==> src/rtl/core/lt_pkg.sv <==
`default_nettype none
// ----------------------------------------------------------------------------
// lt_pkg: shared types and constants of the log table bilinear interpolator
// Holds the opcode and register codes, the word passed from the front to the
// back end, and the table of tenth-power roots used by the mantissa stage.
// ----------------------------------------------------------------------------
package lt_pkg;

  localparam int LT_MAX_X_POINTS = 64;
  localparam int LT_MAX_Y_POINTS = 64;
  localparam int LT_FRAC_BITS    = 24;
  // Quotient of a cell fraction: a 32-bit magnitude scaled by 2^24.
  localparam int LT_DIV_BITS     = 56;
  // Width of the difference operands fed to the fraction multiplier.
  localparam int LT_MUL_BITS     = 48;
  localparam int LT_POW_BITS     = 35;

  localparam logic [63:0] LT_PROD_LIMIT = 64'd1 << 62;
  localparam logic [31:0] LT_MANT_MIN   = 32'd268435456;
  localparam logic [31:0] LT_MANT_MAX   = 32'd2684354559;

  localparam logic [1:0] LT_REG_X_POINTS = 2'd0;
  localparam logic [1:0] LT_REG_Y_POINTS = 2'd1;

  typedef enum logic [1:0] {
    OP_LOAD_X = 2'd0,
    OP_LOAD_Y = 2'd1,
    OP_LOAD_Z = 2'd2,
    OP_QUERY  = 2'd3
  } op_t;

  typedef struct packed {
    op_t                op;
    logic               ok;       // load index lies inside its table
    logic [11:0]        index;
    logic signed [31:0] value;
    logic signed [31:0] query_x;
    logic signed [31:0] query_y;
    logic               last;
  } item_t;

  typedef logic [31:0] root_tab_t [LT_FRAC_BITS];

  function automatic logic [63:0] isqrt64(logic [63:0] n);
    logic [63:0] res;
    logic [63:0] bit_v;
    logic [63:0] rem;
    res   = '0;
    bit_v = 64'd1 << 62;
    rem   = n;
    for (int s = 0; s < 32; s++) begin
      if (bit_v > rem) bit_v = bit_v >> 2;
    end
    for (int s = 0; s < 32; s++) begin
      if (bit_v != 0) begin
        if (rem >= res + bit_v) begin
          rem = rem - (res + bit_v);
          res = (res >> 1) + bit_v;
        end else begin
          res = res >> 1;
        end
        bit_v = bit_v >> 2;
      end
    end
    return res;
  endfunction

  // Entry i is ten to the power 2^-(i+1) in Q2.30, by repeated square roots.
  function automatic root_tab_t build_roots();
    root_tab_t   t;
    logic [63:0] r;
    r = 64'd10 << 30;
    for (int i = 0; i < LT_FRAC_BITS; i++) begin
      r    = isqrt64(r << 30);
      t[i] = r[31:0];
    end
    return t;
  endfunction

endpackage
`default_nettype wire

==> src/rtl/core/lt_front.sv <==
`default_nettype none
// ----------------------------------------------------------------------------
// lt_front: input stage of the interpolator
// Takes words from the input stream, checks load indexes against the table
// sizes and queues the classified items for the back end.
// ----------------------------------------------------------------------------
module lt_front #(
  parameter int MAX_X_POINTS = lt_pkg::LT_MAX_X_POINTS,
  parameter int MAX_Y_POINTS = lt_pkg::LT_MAX_Y_POINTS
) (
  input  wire                 clk,
  input  wire                 rst_n,
  input  wire                 in_tvalid,
  output logic                in_tready,
  input  wire [111:0]         in_tdata,
  input  wire                 in_tlast,
  output lt_pkg::item_t       head,
  output logic                empty,
  input  wire                 pop
);

  localparam int QDEPTH = 4;
  localparam int QAW    = $clog2(QDEPTH);

  lt_pkg::item_t     q_r [QDEPTH];
  logic [QAW-1:0]    wptr_r, wptr_nxt;
  logic [QAW-1:0]    rptr_r, rptr_nxt;
  logic [QAW:0]      cnt_r, cnt_nxt;
  lt_pkg::item_t     cls;
  logic              push;

  always_comb begin
    cls.op      = lt_pkg::op_t'(in_tdata[1:0]);
    cls.index   = in_tdata[13:2];
    cls.value   = in_tdata[45:14];
    cls.query_x = in_tdata[77:46];
    cls.query_y = in_tdata[109:78];
    cls.last    = in_tlast;
    unique case (cls.op)
      lt_pkg::OP_LOAD_X: cls.ok = 32'(cls.index) < 32'(MAX_X_POINTS);
      lt_pkg::OP_LOAD_Y: cls.ok = 32'(cls.index) < 32'(MAX_Y_POINTS);
      lt_pkg::OP_LOAD_Z: cls.ok = 32'(cls.index) < 32'(MAX_X_POINTS * MAX_Y_POINTS);
      default:           cls.ok = 1'b1;
    endcase
  end

  assign in_tready = cnt_r != (QAW+1)'(QDEPTH);
  assign push      = in_tvalid && in_tready;
  assign empty     = cnt_r == '0;
  assign head      = q_r[rptr_r];

  always_comb begin
    wptr_nxt = push ? wptr_r + 1'b1 : wptr_r;
    rptr_nxt = pop ? rptr_r + 1'b1 : rptr_r;
    cnt_nxt  = cnt_r + (QAW+1)'(push) - (QAW+1)'(pop);
  end

  always_ff @(posedge clk) begin
    if (!rst_n) begin
      wptr_r <= '0;
      rptr_r <= '0;
      cnt_r  <= '0;
    end else begin
      wptr_r <= wptr_nxt;
      rptr_r <= rptr_nxt;
      cnt_r  <= cnt_nxt;
    end
    if (push) q_r[wptr_r] <= cls;
  end

  a_cnt_bound: assert property (@(posedge clk) disable iff (!rst_n)
    cnt_r <= (QAW+1)'(QDEPTH))
    else $error("queue holds more words than its depth");

endmodule
`default_nettype wire

==> config.mk <==
export PLATFORM = sky130hd
export DESIGN_NAME = lt_front
export DESIGN_NICKNAME = d
export VERILOG_FILES = /design/src/rtl/core/lt_pkg.sv /design/src/rtl/core/lt_front.sv
export SDC_FILE = /design/constraint.sdc
export NUM_CORES = 1
export LEC_CHECK = 0
export CAP_MARGIN = 20
export CORE_ASPECT_RATIO = 1.75
export CORE_MARGIN = 1.5
export CORE_UTILIZATION = 30
export CTS_BUF_LIST = sky130_fd_sc_hd__clkbuf_4 sky130_fd_sc_hd__clkbuf_8
export DETAILED_ROUTE_END_ITERATION = 16
export DONT_BUFFER_PORTS = 1
export MAX_ROUTING_LAYER = met4
export PLACE_DENSITY = 0.45
export SETUP_SLACK_MARGIN = 0.1
export SLEW_MARGIN = 20
export SYNTH_ARGS = -nofsm -noshare
export SYNTH_HDL_FRONTEND = slang
export SYNTH_SLANG_ARGS = --single-unit
==> constraint.sdc <==
create_clock -name clk -period 7.7 [get_ports clk]
set_input_delay 0.77 -clock clk [delete_from_list [all_inputs] [get_ports clk]]
set_output_delay 0.77 -clock clk [all_outputs]
set_load 0.01 [all_outputs]
Word level (Yosys, flattened, before mapping):

Memory sizes are Yosys's and may differ from the RTL's. A register that Yosys moved wholly into a read port is not among the register bits.
Cells that the tools add are included.

* input bits: 117
* flip-flop bits (word level): 7
* bits in writable memories: 448
* memories kept: 1

* add/subtract/negate cells: 4
* mux-type cells: 5
* eq/ne operators: 2
* reductions and logical operators: 4
* order comparisons: 1

Memory list
* q_r: words 4, width 112, rd ports 1, clocked after Yosys merged registers in 1, write ports 1, RTL line lt_front.sv:25 `lt_pkg::item_t q_r [QDEPTH];`

Operators with widths (count)
* less-than comparator 12 x 7 -> 1 bit (second input constant): 1
* adder 2 x 1 -> 2 bit (second input constant): 2
* two-way mux 2 bit: 2
* adder 3 x 1 -> 3 bit: 1
* logical NOT 3 bit: 1
* two-way mux 1 bit: 3
* != test 3 bit (second input constant): 1
* subtractor 3 x 1 -> 3 bit: 1
* == test 2 x 1 -> 1 bit (second input constant): 1
* logical NOT 2 bit: 1
* OR reduction 2 bit: 1
* logical AND 1 bit: 1

Depth between registers and ports, before layout:

* depth in word-level cells: 4
* gate-level depth with buffers: 11
* mapped depth without buffers: 11

Worst setup path before layout:

No wires, ideal clock.

* path type: input to register
* start: in in_tvalid
* end: mem q_r[0][0] (netlist bit), enable pin
* library setup time: 0.484 ns
* cell stages on the path: 2
* data required time: 7.216 ns
* data arrival time: 3.786 ns
* slack: 3.430 ns
* cell sequence: a21boi_1 > and2_1

* cells in the longest elaborated chain, start to end: 3

RTL lines
* start, declared: RTL line lt_front.sv:13 `input wire in_tvalid,`
* logical AND 1 bit: RTL line lt_front.sv:48 `assign push = in_tvalid && in_tready;`
* two-way mux 1 bit: RTL line lt_front.sv:68 `if (push) q_r[wptr_r] <= cls;`
* two-way mux 1 bit (implied by the code): RTL line lt_front.sv:68
* end, declared: RTL line lt_front.sv:25

No other way between the ends.

==> results.cfg <==
[run_status]
status = finished, final reports clean

[final_layout]
area_delta_synth_final_pct = 12.6
drive_above_1_share = 0.320
nets = 809
fin_cells = 1432

[global_routing]
grt_pass1_wl_mm = 47.5
grt_usage = 0.119
grt_max_degree = 62
first_global_vias = 7402
antenna_found_initial = 1
overflow = 0

[job]
cap_violations = 0

[floorplanning]
dieArea_mm2 = 0.0572
ios = 231
dieWidth_um = 181
die_y_um = 315
start_util = 0.303
rows = 114
core_mm2 = 0.0552

[sta]
grt_setup_unrepaired = no
hold_viol = 0
skew_ns = 0.0300
tns_ns = 0
finalCriticalPeriod_ns = 3.69
period_share = 0.479
drv_slew = 0
tightest_slew_ns = 1.02
fmax_mhz = 271
setup_violations = 0
slew_headroom = 0.321

[logic_synthesis]
netlist_area_mm2 = 0.0167
avgSynthCellArea_um2 = 26.3
synth_cell_types = 23
yosys_warnings = 0
ys_seq_area_frac = 0.816
synthCells = 635
syn_nets = 759
ys_seq_elements = 457

[clock_network]
cts_tree = built
root_buffer = clkbuf_8
cts_made_buffers = 67
path_clk_slew_ns = 0.08
ctsHoldBuffers = 0
cts_max_level = 3
clock_path_buffers = 3
cts_setup_buffers = 0
cts_resized = 0
clock_latency_ns = 0.63
cts.sinks = 457

[power_and_ir_drop]
p_comb_frac = 0.103
p_per_area_mw_per_mm2 = 305
pwr-share-clk = 0.361
internal_power_mw = 4.38
switching_share = 0.237
finalPower_mw = 5.75
leakage_nw = 5.71
switchingPower_mw = 1.36
p_seq_frac = 0.536
vdd_drop_max_uv = 158

[critical_path]
start_kind = flop
path_max_fanout = 61
path_class = reg2out
cp.arrival_ns = 2.92
cp_data_required_time_ns = 6.93
cp-end-kind = output port

[place]
dpl.hpwl_mm = 19.0
io_buffer_count = 0
gp_congestion = 0.685
dp.cells = 1312

[min_path]
hold_path.class = in2reg

[routing]
vias_per_cell = 4.61
vias = 6597
drt_iter0_markers = 336
wl_per_cell_um = 22.9
drcViolationCount = 0
wirelength_mm = 32.7
first_pass_iters = 4
antenna_left = 0
[power groups by stage]
stage	clock network (mW)	registers, mW	logic [mW]
4_1_cts	2.16	3.08	0.626
3_5_place_dp	0	3.14	0.624
2_1_floorplan	0	3.12	0.480
5_1_grt	2.26	3.10	0.641
3_3_place_gp	0	3.12	0.612
6_report	2.08	3.08	0.593
[cells in the mapped netlist (all sizes together)]
library cell	instances	area, µm²
xnor2	3	26.3
a21o	1	7.51
and2	9	56.3
xor2	1	8.76
nor2b	1	6.26
mux2i	2	20.0
inv	5	18.8
nor2	2	7.51
edfxtp	448	13500
ha	6	75.1
a21boi	1	7.51
clkbuf	1	3.75
fa	1	20.0
nor4	1	6.26
mux4	112	2520
buf	25	270
nand2	6	22.5
nor3	1	5.00
dfxtp	9	180
[sequential cells by signal, indices dropped and copies added, names as in the netlist, named ones only]
signal and count:
q_r 448, cnt_r 3, rptr_r 2, wptr_r 2
[layout by cell type (no fill, tap or decap)]
master	n
ha_1	6
a21o_1	1
nand2_1	6
edfxtp_1	448
nor4_1	1
dfxtp_4	2
nor3_1	1
clkinvlp_4	6
and2_1	5
inv_8	1
clkbuf_4	16
mux2i_1	2
dfxtp_1	7
and2_4	4
clkbuf_8	69
a21boi_1	1
bufinv_16	7
xnor2_1	3
clkinv_2	9
diode_2	1
xor2_1	1
buf_4	6
clkinv_1	9
inv_1	5
nor2_1	2
buf_6	1
mux4_2	112
nor2b_1	1
clkinv_4	2
fa_1	1
[area by class of cell]
cell class	instances	area [µm²]
antenna	1	2.50
clock buffer	85	1070
inverter	5	18.8
clock inverter	34	363
sequential	457	13600
fill	5055	36400
tap	696	871
timing repair buffer	7	56.3
multi-input combinational	147	2800
[kinds of logic after synthesis]
logic type                 count (synthesis)  share of synthesized area
buffers and inverters                     31                     0.0175
and+or+nand+nor                           20                    0.00621
DFF                                      457                      0.816
xor gates and xnor gates                   4                    0.00210
muxes                                    114                      0.152
AOI/OAI and AO/OA                          2                   0.000898
adders and majority gates                  7                    0.00569
[per-layer routing]
layer | track usage | wire, µm | vias up
li1 | - | - | 2831
met1 | 0.109 | 10700 | 3460
met2 | 0.216 | 18400 | 235
met3 | 0.0449 | 2770 | 71
met4 | 0.0576 | 897 | 0
met5 | - | 0 | -
[worst max-delay path: stages (launching register included)]
cell and delay, ns:
dfxtp_4 0.86, buf_4 0.79, mux4_2 0.51
[stage by stage]
stage,hold slack [ns],utilization,setup WS (ns),area (µm²)
2_1_floorplan,0.468,-,3.43,16700
5_1_grt,0.166,0.341,3.80,18800
6_report,0.226,0.341,4.01,18800
3_5_place_dp,0.497,0.315,4.14,17400
4_1_cts,0.148,0.341,3.83,18800
3_3_place_gp,0.476,0.315,4.29,17400
[path summary, 6_finish.rpt]
kind                                 end  cells past startpoint              startpoint  slack, ns
setup / recovery                 head[0]                      2                    flop       4.01
hold / removal      q_r[1][10]$_DFFE_PP_                      0            in_tdata[87]       0.23
setup reg to reg    q_r[1][80]$_DFFE_PP_                      4     cnt_r[1]$_SDFF_PN0_       4.48
hold reg to reg   wptr_r[1]$_SDFFE_PN0P_                      2  wptr_r[1]$_SDFFE_PN0P_       0.50
(Power assumes the default switching activity.)
